## config.mk

```make
export PLATFORM = sky130hd
export DESIGN_NAME = dvh_front
export DESIGN_NICKNAME = d
export VERILOG_FILES = /design/src/distinct_value_histogram_unit_defines.svh /design/src/dvh_pkg.sv /design/src/dvh_front.sv
export SDC_FILE = /design/constraint.sdc
export NUM_CORES = 1
export LEC_CHECK = 0
export BUFFER_PORTS_ARGS = -buffer_cell sky130_fd_sc_hd__clkbuf_2
export CAP_MARGIN = 0
export CORE_ASPECT_RATIO = 1.75
export CORE_MARGIN = 10
export CORE_UTILIZATION = 41
export CTS_BUF_LIST = sky130_fd_sc_hd__clkbuf_8
export DETAILED_ROUTE_END_ITERATION = 10
export PLACE_DENSITY_LB_ADDON = 0.1
export SYNTH_ARGS = -nofsm -noshare
export SYNTH_HDL_FRONTEND = slang
export SYNTH_SLANG_ARGS = --single-unit
```

## constraint.sdc

```tcl
create_clock -name clk -period 2.55 [get_ports clk]
set_input_delay 0.51 -clock clk [delete_from_list [all_inputs] [get_ports clk]]
set_output_delay 0.51 -clock clk [all_outputs]
set_load 0.01 [all_outputs]
```

## src/distinct_value_histogram_unit_defines.svh

```systemverilog
// assertion macros for the histogram unit
`ifndef DISTINCT_VALUE_HISTOGRAM_UNIT_DEFINES_SVH
`define DISTINCT_VALUE_HISTOGRAM_UNIT_DEFINES_SVH
`ifndef SYNTHESIS
`define DVH_ASSERT_NEVER(lbl, cond) \
    lbl: assert property (@(posedge clk) disable iff (!rst_n) !(cond)) \
        else $error("dvh: forbidden condition");
`define DVH_ASSERT_NEXT(lbl, ante, cons) \
    lbl: assert property (@(posedge clk) disable iff (!rst_n) (ante) |=> (cons)) \
        else $error("dvh: expected follow-up missing");
`else
`define DVH_ASSERT_NEVER(lbl, cond)
`define DVH_ASSERT_NEXT(lbl, ante, cons)
`endif
`endif

```

## src/dvh_pkg.sv

```systemverilog
package dvh_pkg;

    localparam int SAMPLE_BITS_DEF = 16;
    localparam int COUNT_BITS_DEF  = 24;
    localparam int MAX_WINDOW_DEF  = 15;
    localparam int SAMPLE_IN_W     = 16;
    localparam int COUNT_OUT_W     = 24;
    localparam int QUEUE_DEPTH     = 4;
    localparam int CFG_IDX_W       = 2;
    localparam int CFG_DATA_W      = 4;

    typedef enum logic [1:0] {
        MODE_LOAD  = 2'd0,
        MODE_READ  = 2'd1,
        MODE_CLEAR = 2'd2
    } dvh_mode_t;

    typedef enum logic [CFG_IDX_W-1:0] {
        REG_SMOOTH_WINDOW   = 2'd0,
        REG_CUMULATIVE_MODE = 2'd1
    } dvh_reg_t;

    typedef struct packed {
        dvh_mode_t              kind;
        logic [SAMPLE_IN_W-1:0] sample;
    } dvh_cmd_t;

    typedef struct packed {
        logic clearing;
        logic active;
        logic out_load;
    } dvh_status_t;

    typedef enum logic [2:0] {
        B_IDLE,
        B_LOAD_WR,
        B_SCAN_RD,
        B_SCAN_CHK,
        B_AFTER,
        B_SUM,
        B_CUM,
        B_EMIT
    } dvh_state_t;

endpackage

```

## src/dvh_front.sv

```systemverilog
module dvh_front (
    input  logic                              clk,
    input  logic                              rst_n,
    input  logic                              in_valid,
    output logic                              in_ready,
    input  logic [1:0]                        in_mode,
    input  logic [dvh_pkg::SAMPLE_IN_W-1:0]   in_sample,
    input  logic                              clearing,
    output dvh_pkg::dvh_cmd_t                 cmd,
    output logic                              cmd_valid,
    input  logic                              cmd_pop
);
    import dvh_pkg::*;

    localparam int PTR_W = $clog2(QUEUE_DEPTH);

    dvh_cmd_t           queue_reg [QUEUE_DEPTH];
    logic [PTR_W-1:0]   head_reg;
    logic [PTR_W-1:0]   tail_reg;
    logic [PTR_W:0]     count_reg;
    logic               push;
    logic               pop;
    logic               known;

    // unused mode code is dropped here
    assign known    = (in_mode == MODE_LOAD) || (in_mode == MODE_READ)
                   || (in_mode == MODE_CLEAR);
    assign in_ready = (count_reg != (PTR_W+1)'(QUEUE_DEPTH)) && !clearing;
    assign push     = in_valid && in_ready && known;
    assign cmd_valid = (count_reg != '0);
    assign pop      = cmd_pop && cmd_valid;
    assign cmd      = queue_reg[head_reg];

    always_ff @(posedge clk)
    begin
        if (push)
        begin
            queue_reg[tail_reg] <= '{kind: dvh_mode_t'(in_mode), sample: in_sample};
        end
    end

    always_ff @(posedge clk or negedge rst_n)
    begin
        if (!rst_n)
        begin
            head_reg  <= '0;
            tail_reg  <= '0;
            count_reg <= '0;
        end
        else
        begin
            if (push)
            begin
                tail_reg <= tail_reg + 1'b1;
            end
            if (pop)
            begin
                head_reg <= head_reg + 1'b1;
            end
            if (push && !pop)
            begin
                count_reg <= count_reg + 1'b1;
            end
            else if (pop && !push)
            begin
                count_reg <= count_reg - 1'b1;
            end
        end
    end

endmodule

```

### Word level (Yosys, flattened, before mapping)

Memories as Yosys holds them, arrays and structs flattened.
Cells that the tools add are included.

| word-level totals | value |
|---|---|
| input bits | 23 |
| latch bits | 0 |
| memory bits (read-only) | 0 |
| memories | 1 |
| register bits after elaboration | 7 |
| output and inout port bits | 20 |
| logic and storage cells | 29 |
| RAM bits | 72 |

Memory list:

| memory | depth | bits a word | rd ports | clocked after memory_dff | wr ports | line | source |
|---|---|---|---|---|---|---|---|
| queue_reg | 4 | 18 | 1 | 0 | 1 | dvh_front.sv:17 | `dvh_cmd_t queue_reg [QUEUE_DEPTH];` |

| cells by class | value |
|---|---|
| bitwise gates (word level) | 0 |
| shift-type cells | 0 |
| reduce and logical (&&, ||, !) cells | 14 |
| order comparisons | 0 |
| add/subtract/negate cells | 4 |
| div/mod/pow operators | 0 |
| equality and inequality tests | 3 |
| multiplexer cells | 4 |
| multipliers | 0 |

Operator list:

| operator | number |
|---|---|
| 1-bit logical AND | 6 |
| 3-bit two-way mux | 2 |
| 2-bit by 1-bit adder with 2-bit output, second input constant | 2 |
| 3-bit by 1-bit adder with 3-bit output, second input constant | 1 |
| 1-bit logical NOT | 3 |
| 3-bit != test, second input constant | 1 |
| 3-bit nonzero test | 1 |
| 3-bit by 1-bit subtractor with 3-bit output, second input constant | 1 |
| 2-bit by 1-bit == test with 1-bit output, second input constant | 1 |
| 2-bit == test, second input constant | 1 |
| 2-bit logical NOT | 1 |
| 1-bit logical OR | 2 |
| 1-bit two-way mux | 2 |
| 2-bit nonzero test | 1 |

### Longest topological paths before layout

Gate-level depths: netlist of the first run.

| depth | value |
|---|---|
| depth after elaboration | 8 |
| mapped depth | 8 |
| gate-level depth less buffers | 8 |

### Worst setup path before layout of the first run

OpenSTA, ideal clock, no wires.

| timing path | value |
|---|---|
| path type | in2reg |
| start point | in in_valid |
| end point | reg count_reg[2] |
| stages | 8 |
| required time | 2.471 ns |
| buffers on the path | 0 |
| slack | 0.398 ns |
| arrival | 2.072 ns |
| library setup time | 0.079 ns |
| path through | a21bo_1 -> a211oi_4 -> ha_1 -> inv_1 -> fa_1 -> xor2_1 -> nor2_1 -> xor2_1 |

| between the ends | value |
|---|---|
| cells in the longest elaborated chain, start to end | 5 |
| elaborated cells between the ends (all ways) | 7 |
| classes of those cells | 1 x mux; 6 x reduce/logical |

Ends and longest elaborated chain:

| what | line | source |
|---|---|---|
| start, declared | dvh_front.sv:4 | `input logic in_valid,` |
| 1-bit logical AND * (2 in series) | dvh_front.sv:29 | `assign push = in_valid && in_ready && known;` |
| named net push | dvh_front.sv:21 | `logic push;` |
| 1-bit logical NOT | dvh_front.sv:64 | `else if (pop && !push)` |
| 1-bit logical AND | dvh_front.sv:64 |  |
| 2-bit nonzero test (no source line) | -- |  |
| end signal, assigned | dvh_front.sv:62 | `count_reg <= count_reg + 1'b1;` |
| end signal, assigned | dvh_front.sv:66 | `count_reg <= count_reg - 1'b1;` |
| end, declared | dvh_front.sv:20 | `logic [PTR_W:0] count_reg;` |

The timed path passes the listed nets; every way through them passes the cells marked *.
A chain may end at the register's enable or synchronous reset.

### Final worst setup path of the first run

| timing path | value |
|---|---|
| start point | reg count_reg[0] |
| end point | reg count_reg[2] |

| between the ends | value |
|---|---|
| cells in the longest elaborated chain, start to end | 7 |
| elaborated cells between the ends (all ways) | 15 |
| classes of those cells | 2 x add/sub; 1 x eq/ne; 2 x mux; 10 x reduce/logical |

Ends and longest elaborated chain:

| what |
|---|
| parallel branches: the longest is 7 deep, another holds 3-bit by 1-bit subtractor with 3-bit output |

Several ways; the timed one is not identified. The select of a mux whose other input is x is not followed.

==> results of run 1 <==
-- stage by stage --
step / setup WS [ns] / instance area [um^2]
5_1_grt: 0.153 / 3530
2_1_floorplan: 0.398 / 3030
3_5_place_dp: 0.221 / 3360
4_1_cts: 0.294 / 3530
6_report: 0.312 / 3530
3_3_place_gp: 0.374 / 3360
-- placed cells by master, fill, tap and decap left out --
master	synthesis	layout
xnor2_1	4	4
clkbuf_2	0	42
buf_4	1	2
dlygate4sd3_1	0	1
inv_1	3	7
edfxtp_1	72	72
buf_12	0	1
clkbuf_8	0	10
mux2_2	1	1
a21oi_1	1	1
nand3_1	1	1
dfrtp_1	7	7
mux2_4	1	1
mux4_2	18	18
and2_2	4	4
clkinv_1	0	1
or3_1	1	1
ha_1	5	5
nor2_1	2	2
xor2_1	2	2
clkinv_2	0	1
fa_1	1	1
a21bo_1	1	1
nand2_1	1	1
a211oi_4	1	1
-- power by group through the flow --
stage / clock [mW] / sequential, mW / combinational, mW
global route: 0.854 / 1.68 / 1.21
CTS: 0.800 / 1.67 / 1.13
detailed placement: 0 / 1.69 / 1.13
floorplan: 0 / 1.66 / 0.746
finish: 0.773 / 1.66 / 1.08
global placement: 0 / 1.68 / 1.09
-- timing repair --
action / 4_1_cts / 5_1_grt
hold endpoints to repair: 7 / 0
hold buffers: 1 / 0
endpoints found under the setup margin: 0 / 0
-- routing by layer --
metal	up-vias	share of wire, %	track usage (%)
li1	633	-	-
met1	728	36	10.0
met2	34	56	18.4
met3	12	5.2	3.85
met4	0	2.4	6.34
met5	-	0	0
-- cells by family (layout without fill, tap and decap cells) --
kind of cell / Yosys count / after routing / synth area share, %
AOI/OAI and AO/OA: 3 / 3 / 1.16
xor gates and xnor gates: 6 / 6 / 1.74
adders and majority gates: 6 / 6 / 2.73
buffers and inverters: 7 / 65 / 1.12
DFF: 79 / 79 / 77.3
muxes: 20 / 20 / 14.3
and+or+nand+nor: 9 / 9 / 1.74
-- worst reg2reg max path, stage by stage (launching register included) --
cell	delay [ns]
dfrtp_1	0.44
or3_1	0.45
nand2_1	0.14
ha_1	0.21
inv_1	0.07
fa_1	0.39
xor2_1	0.19
nor2_1	0.13
xor2_1	0.15
-- cell type report --
class | count | area [um^2]
Fill cell | 619 | 3650
Inverter | 3 | 11.3
Clock buffer | 10 | 138
Sequential cell | 79 | 2340
Multi-Input combinational cell | 44 | 654
Tap cell | 86 | 108
Clock inverter | 6 | 23.8
Timing Repair Buffer | 46 | 255
-- worst paths after layout --
| check | end | slack, ns | from |
|---|---|---|---|
| max reg2reg | count_reg[2]$_DFFE_PN0P_ | 0.31 | count_reg[0]$_DFFE_PN0P_ |
| min in group asynchronous | tail_reg[1]$_DFFE_PN0P_ | 0.53 | rst_n |
| max in group asynchronous | count_reg[2]$_DFFE_PN0P_ | 1.85 | rst_n |
| min | queue_reg[0][12]$_DFFE_PP_ | 0.38 | in_sample[12] |
| min reg2reg | head_reg[1]$_DFFE_PN0P_ | 0.48 | head_reg[1]$_DFFE_PN0P_ |
| max | count_reg[2]$_DFFE_PN0P_ | 0.31 | count_reg[0]$_DFFE_PN0P_ |
==> reports/summary.txt, run 1 <==
outcome: finished clean
crit path cell chain: or3_1 > nand2_1 > ha_1 > inv_1 > fa_1 > xor2_1 > nor2_1 > xor2_1
max reg flops: 72
critical path's largest stage delay: 0.45 ns
max-slew violation count: 0
Data arrival, critical path: 2.51 ns
critical path endpoint category: register
WL/cell: 20.0 um
cell family with most CP delay: simple AND/OR/NAND/NOR gates
num rows: 41
Clock Sinks: 79
Buf/Inv on CP: 1
PwrDens: 997 mW/mm^2
later-pin clock latency in the skew report: 0.35 ns
hold violation count in the final report: 0
P&R area growth vs syn: 16.6%
RSZ-0062 raised after global routing: no
Setup Skew: 0.00736 ns
placer congestion estimate: 0.717
Ys Warns: 0
TritonCTS clock tree: done
Synth Net Count: 159
layout cells sized above 1: 43.1%
Post-Layout Cell Count: 274
hold crit path type: in2reg
sequential area share after synthesis: 77.3%
die width: 84.9 um
mean area per synthesized cell: 23.3 um^2
diodes inserted: 0
setup TNS: 0 ns
Core Region: 0.00718 mm^2
htree depth: 3
number of gates resized after CTS: 0
library cells used by synthesis: 20
Final Cycle Share: 87.7%
DR vias/cell: 5.14
Max stage delay cell, worst path: or3_1
NetSw: 1.04 mW
final setup fails: 0
Synth Register Bits: 79
grt total ovfl: 0
vias in the first global route: 1645
Final ANT Viol Nets: 0
routed vias: 1407
initial antenna violation count: 0
Slew headroom: 65.8%
Clock power frac: 22.0%
Die Span Y: 134 um
final hold slack: 0.378 ns
Synth top cells by count: 72 x edfxtp_1, 18 x mux4_2, 7 x dfrtp_1
Post-synth EDFFs: 72
Internal Power: 2.48 mW
residual DRC count: 0
WP depth: 8
cell accounting for the most synthesized area: edfxtp_1
worst slew pin tran: 0.512 ns
GR Util All Layers: 10.5%
sequential share of power: 47.3%
Pre-antenna DRT Iters: 4
dominant synthesized flop cell: edfxtp_1
Worst Reg-to-Reg Cells: 8
synthesized area: 0.00303 mm^2
crit-path most repeated cell: xor2_1
largest net degree at the start of global routing: 19
fmax: 447 MHz
Post-synth ARST share: 8.86%
Post-Synthesis Cells: 130
count leader, synth: edfxtp_1
Synth area leaders: edfxtp_1 71%, mux4_2 13%, dfrtp_1 5.8%
Clock Tree Root: clkbuf_8
Req. time, crit path: 2.82 ns
crit path launch type: register
Logic pwr share: 30.7%
Placed Cells: 257
Iteration-0 DRC Markers: 140
Max clock buf depth: 2
Hold Crit Depth: 1
Die ar.: 0.0114 mm^2
final WL: 5480 um
Critical Path Fanout Max: 4
min Tclk post-route: 2.24 ns
post-detail-place hpwl: 3720 um
Switching Share: 29.5%
Max-cap violations: 0
Initial Util: 42.1%
clock slew at reported path FFs: 0.07 ns
number of I/O pins: 43
PortBufs: 42
maximum vdd drop: 0.000885 V
final net count: 212
crit path kind: reg2reg
CTS Buf Count: 9
Synth top area share: 71.5%
setup bufs post-CTS: 0
first-pass GRT wire length: 8870 um
Tot Pwr: 3.52 mW
leakage: 1.27 nW
Util after Layout: 49.1%
Note: power is estimated with default switching activity, not from simulation.
==> run 2, diff against run 1 <==
--- a/config.mk
+++ b/config.mk
@@ -5,6 +5,7 @@
 export SDC_FILE = /design/constraint.sdc
 export NUM_CORES = 1
 export LEC_CHECK = 0
+export ABC_AREA = 1
 export BUFFER_PORTS_ARGS = -buffer_cell sky130_fd_sc_hd__clkbuf_2
 export CAP_MARGIN = 0
 export CORE_ASPECT_RATIO = 1.75
==> run 2 against run 1 <==
Critical path depth fell by 4. Clock power increased by 8.2%. Sequential share of layout area decreased by 4.3 points. Register-to-register slack better by 0.30 ns. Final area increased by 6.9%. Flip-flop and latch count unchanged. First-iteration DRC count shrank 11%. Count of clock-buffer cells in the layout fell by 1. Critical path type is now reg2out.
==> reports/summary.txt, run 2 <==
Tot Pwr: 3.95 mW
critical path endpoint category: primary output
Post-Synthesis Cells: 232
final net count: 312
Req. time, crit path: 2.04 ns
synthesized area: 0.00325 mm^2
Synth Net Count: 261
mean area per synthesized cell: 14.0 um^2
Max clock buf depth: 2
grt total ovfl: 0
most frequent cells in the layout: 72 x edfxtp_1, 42 x clkbuf_2, 27 x nor2_1, 24 x o21ai_0
num rows: 42
Synth Area in XOR/XNOR: 0.808%
TritonCTS clock tree: done
number of gates resized after CTS: 0
worst hold start: in_sample[5]
Hold Crit Depth: 1
PwrDens: 1050 mW/mm^2
final hold slack: 0.382 ns
final worst setup slack: 0.386 ns
min Tclk post-route: 2.16 ns
RSZ-0062 raised after global routing: no
Clock Tree Root: clkbuf_8
number of I/O pins: 43
library cells used by synthesis: 26
hold violation count in the final report: 0
sequential area share after synthesis: 71.9%
PortBufs: 42
max reg flops: 72
count leader, synth: edfxtp_1
dominant synthesized flop cell: edfxtp_1
Iteration-0 DRC Markers: 125
final WL: 6300 um
clock slew at reported path FFs: 0.07 ns
layout cells sized above 1: 31.3%
Worst Reg-to-Reg Cells: 11
Placed Cells: 359
Setup Skew: 0.00829 ns
Critical Path Fanout Max: 23
later-pin clock latency in the skew report: 0.34 ns
crit path kind: reg2out
diodes inserted: 0
WL/cell: 16.7 um
vias in the first global route: 2007
worst hold endpoint: queue_reg[1][5]$_DFFE_PP_
leakage: 1.41 nW
main combinational cell family by area after synthesis: compound AO/OA/AOI/OAI gates
crit path cell chain: buf_4 > o21ai_0 > o22ai_2 > clkbuf_2
multiplexer share of the synthesized area: 0%
maximum vdd drop: 0.000570 V
initial antenna violation count: 0
Pre-antenna DRT Iters: 5
Die ar.: 0.0120 mm^2
Synth top cells by count: 72 x edfxtp_1, 31 x nor2_1, 24 x o21ai_0
Core Region: 0.00767 mm^2
htree depth: 3
Data arrival, critical path: 1.65 ns
Max stage delay cell, worst path: dfrtp_1
simple-gate share of the synthesized area: 8.39%
final setup fails: 0
Worst Setup SP: head_reg[0]$_DFFE_PN0P_
largest net degree at the start of global routing: 38
Synth area leaders: edfxtp_1 67%, dfrtp_1 5.4%, o21ai_0 3.7%
dpl ws: 0.308 ns
fmax: 462 MHz
setup TNS: 0 ns
hold crit path type: in2reg
reg2reg end: count_reg[2]$_DFFE_PN0P_
placer congestion estimate: 0.707
Post-synth ARST share: 8.86%
Reg2Reg Launch Point: count_reg[0]$_DFFE_PN0P_
Final Cycle Share: 84.9%
crit path launch type: register
Die Span Y: 138 um
die width: 87.3 um
outcome: finished clean
Adder-Cell Fraction of Synth Area: 2.54%
worst slew pin tran: 0.393 ns
GR Util All Layers: 11.2%
Compound-Gate Fraction of Synth Area: 11.5%
Initial Util: 42.4%
DR vias/cell: 5.05
critical path's largest stage delay: 0.47 ns
post-detail-place hpwl: 4170 um
P&R area growth vs syn: 16.0%
Synth Register Bits: 79
max-slew violation count: 0
Synth top area share: 66.5%
Slew headroom: 73.8%
Clock Sinks: 79
routed vias: 1898
first-pass GRT wire length: 10100 um
Post-Layout Cell Count: 376
CTS Buf Count: 9
Final ANT Viol Nets: 0
most common cell after layout, fill and taps aside: edfxtp_1
residual DRC count: 0
cell accounting for the most synthesized area: edfxtp_1
Post-synth EDFFs: 72
Ys Warns: 0
setup slack, reg-to-reg: 0.61 ns
Max-cap violations: 0
run 2: changes by cell type in the layout (fill, tap and decap cells not counted), moves of 3 or more:
cell / before / now
nor2_1: 2 / 27
o21ai_0: 0 / 24
mux4_2: 18 / 0
nand2_1: 1 / 16
nor2_2: 0 / 14
inv_1: 7 / 16
o21ai_1: 0 / 9
o22ai_1: 0 / 9
o22ai_2: 0 / 9
and2_2: 4 / 0
o21ai_2: 0 / 4
nand4_1: 0 / 3
run 2: cells by family after synthesis:
family / after synthesis
fa+ha+maj: 6
flops: 79
buf+inv: 26
compound gates: 56
simple gates: 62
xor+xnor: 3
run 2: per-stage QoR:
stage	cell area [um^2]	utilization, %
finish	3770	49.2
floorplan	3250	-
CTS	3770	49.2
global placement	3580	46.7
global route	3770	49.2
detailed placement	3580	46.7
run 2: area by class of cell:
class | instances | area [um^2]
well taps | 88 | 110
inverters | 16 | 67.6
repair buffers | 50 | 310
multi-input cells | 127 | 766
flip-flops and latches | 79 | 2340
clock buffers | 9 | 124
clock inverters | 7 | 56.3
fillers | 682 | 3900
run 2: power by group:
part | internal (mW) | switching, mW | leakage, nW
sequential | 1.56 | 0.0864 | 0.736
clock | 0.435 | 0.402 | 0.0943
combinational | 0.533 | 0.928 | 0.580
total | 2.53 | 1.42 | 1.41
run 2: worst max path at each step:
stage,to,depth (start not counted)
2_1_floorplan,queue_reg[0][0]$_DFFE_PP_,4
3_3_place_gp,count_reg[2]$_DFFE_PN0P_,11
3_5_place_dp,count_reg[2]$_DFFE_PN0P_,11
4_1_cts,cmd[13],4
5_1_grt,cmd[9],4
6_report,cmd[13],4
run 2: timing repair:
| action | CTS | global route |
|---|---|---|
| hold endpoints to repair | 7 | 0 |
| buffers inserted | 0 | 0 |
| hold buffers | 1 | 0 |
run 2: metal layers:
| layer | wire (um) | track usage, % | share of wire [%] | up-vias |
|---|---|---|---|---|
| met3 | 269 | 3.43 | 4.3 | 8 |
| met1 | 2470 | 11.6 | 39 | 919 |
| met2 | 3430 | 19.4 | 54 | 31 |
| li1 | - | - | - | 940 |
| met5 | 0 | 0 | 0 | - |
| met4 | 131 | 6.41 | 2.1 | 0 |
run 2: worst max-delay path, delay by kind of cell, from the launching register on:
family | cells | cell delay [ns]
flops | 1 | 0.47
buf+inv | 2 | 0.48
compound gates | 2 | 0.35
==> run 3, diff against run 2 <==
==> constraint.sdc (replaced) <==
create_clock -name clk -period 1.9 [get_ports clk]
set_input_delay 0.38 -clock clk [delete_from_list [all_inputs] [get_ports clk]]
set_output_delay 0.38 -clock clk [all_outputs]
set_load 0.01 [all_outputs]
==> run 3 against run 2 <==
The run now ends with setup timing left. Cell count up 4.8%. Clock skew about the same. Die area unchanged. Final area up 10%. Critical endpoint is now cmd[6]. Total power up 57%. Register-to-register slack worse by 0.45 ns. Combinational power up 84%. Routed wire length up 7.9%. Largest cell class unchanged. Flip-flop and latch count unchanged. Global-route usage up 0.66 points.
==> reports/summary.txt, run 3 (synthesized netlist as in run 2, its figures left out) <==
outcome: finished, violations left
failing checks: setup timing
Switching Share: 35.6%
clock slew at reported path FFs: 0.08 ns
Final ANT Viol Nets: 0
fmax: 519 MHz
first-pass GRT wire length: 10800 um
Final Cycle Share: 101%
fill count: 664
worst hold start: in_sample[4]
crit path kind: reg2out
vias in the first global route: 2166
sequential share of power: 35.8%
Setup Skew: 0.00821 ns
critical path endpoint category: primary output
area of placed instances: 0.00363 mm^2
diodes inserted: 0
NetSw: 2.21 mW
most frequent cells in the layout: 72 x edfxtp_1, 34 x clkbuf_2, 24 x nor2_2, 19 x o21ai_2
cell area after layout: 0.00416 mm^2
later-pin clock latency in the skew report: 0.35 ns
Die ar.: 0.0120 mm^2
final worst setup slack: -0.0284 ns
hold crit path type: in2reg
Max-cap violations: 0
htree depth: 3
layout cells sized above 1: 46.4%
final net count: 330
max-slew violation count: 0
Clock Tree Root: clkbuf_8
num rows: 42
number of I/O pins: 43
min Tclk post-route: 1.93 ns
most common cell after layout, fill and taps aside: edfxtp_1
final setup fails: 5
leakage: 1.57 nW
Pre-antenna DRT Iters: 4
PortBufs: 42
Worst Setup SP: head_reg[0]$_DFFE_PN0P_
Internal Power: 4.00 mW
Iteration-0 DRC Markers: 96
max reg flops: 72
die width: 87.3 um
Core Region: 0.00767 mm^2
maximum vdd drop: 0.000739 V
largest net degree at the start of global routing: 21
worst slew pin tran: 0.274 ns
Initial Util: 42.4%
Clock power frac: 21.1%
PwrDens: 1490 mW/mm^2
hold violation count in the final report: 0
grt total ovfl: 0
GR Util All Layers: 11.9%
routed vias: 1989
CTS Buf Count: 9
initial antenna violation count: 0
DR vias/cell: 5.05
residual DRC count: 0
crit path launch type: register
RSZ-0062 raised after global routing: yes
Die Span Y: 138 um
Req. time, crit path: 1.52 ns
Critical Path Fanout Max: 7
Max clock buf depth: 2
Logic pwr share: 43.2%
Clock Sinks: 79
Data arrival, critical path: 1.55 ns
post-detail-place hpwl: 4170 um
WL/cell: 17.2 um
Reg2Reg Launch Point: count_reg[0]$_DFFE_PN0P_
placer congestion estimate: 0.737
TritonCTS clock tree: done
P&R area growth vs syn: 27.9%
dpl ws: -0.0646 ns
Tot Pwr: 6.21 mW
Slew headroom: 81.7%
final WL: 6790 um
run 3: cell count changes in the layout (fill, tap and decap cells not counted), sizes merged:
cell    delta
buf       +23
clkinv     -3
clkbuf     -3
inv        +1
run 3: worst max-delay path: stages (launching register included):
cell     delay (ns)
dfrtp_4        0.50
buf_12         0.16
buf_12         0.14
buf_6          0.12
nor2_4         0.07
o22ai_2        0.06
buf_2          0.14
run 3: power groups by stage:
stage | clock, mW | combinational, mW | sequential, mW
after floorplan | 0 | 1.44 | 2.22
after global placement | 0 | 2.02 | 2.26
after detailed placement | 0 | 2.05 | 2.26
after CTS | 1.34 | 2.51 | 2.22
after global routing | 1.42 | 2.97 | 2.23
final | 1.31 | 2.68 | 2.22
run 3: final cells by class:
| cell class | count | area [um^2] | area share [%] |
|---|---|---|---|
| repair buffers | 66 | 502 | 12.1 |
| multi-input cells | 127 | 878 | 21.1 |
| flip-flops and latches | 79 | 2340 | 56.3 |
| clock inverters | 3 | 41.3 | 0.993 |
| clock buffers | 13 | 179 | 4.30 |
| well taps | 88 | 110 | 2.65 |
| repair inverters | 2 | 28.8 | 0.692 |
| inverters | 16 | 78.8 | 1.90 |
run 3: final timing paths:
| path | to | slack (ns) | depth (start not counted) |
|---|---|---|---|
| setup / recovery | cmd[6] | -0.03 | 6 |
| max in group asynchronous | head_reg[0]$_DFFE_PN0P_ | 1.30 | 2 |
| hold reg to reg | count_reg[2]$_DFFE_PN0P_ | 0.50 | 2 |
| hold / removal | queue_reg[3][4]$_DFFE_PP_ | 0.24 | 1 |
| setup reg to reg | count_reg[1]$_DFFE_PN0P_ | 0.16 | 9 |
| min in group asynchronous | head_reg[1]$_DFFE_PN0P_ | 0.40 | 2 |
run 3: metrics by stage:
stage                     setup TNS [ns]  utilization [%]  hold WS (ns)  std cells
after floorplan                    -4.37                -        0.0844        232
after global placement                 0             47.4         0.238        366
after detailed placement         -0.0646             47.4         0.241        366
after CTS                         -0.226             52.6         0.226        389
after global routing              -0.965             54.2         0.226        394
final                            -0.0731             54.2         0.242        394
run 3: routing by layer:
| layer | routed length [um] | track usage [%] | up-vias |
|---|---|---|---|
| met2 | 3810 | 21.3 | 34 |
| met1 | 2540 | 12.0 | 971 |
| met3 | 316 | 3.73 | 8 |
| li1 | - | - | 976 |
| met4 | 125 | 5.52 | 0 |
| met5 | 0 | 0 | - |
run 3: what timing repair did:
action	4_1_cts	5_1_grt
setup endpoints to repair	18	20
pin swaps	9	6
gates resized for setup	44	31
gates cloned	3	1
endpoints found under the hold margin	7	0
hold buffers	1	0
setup buffers	3	4
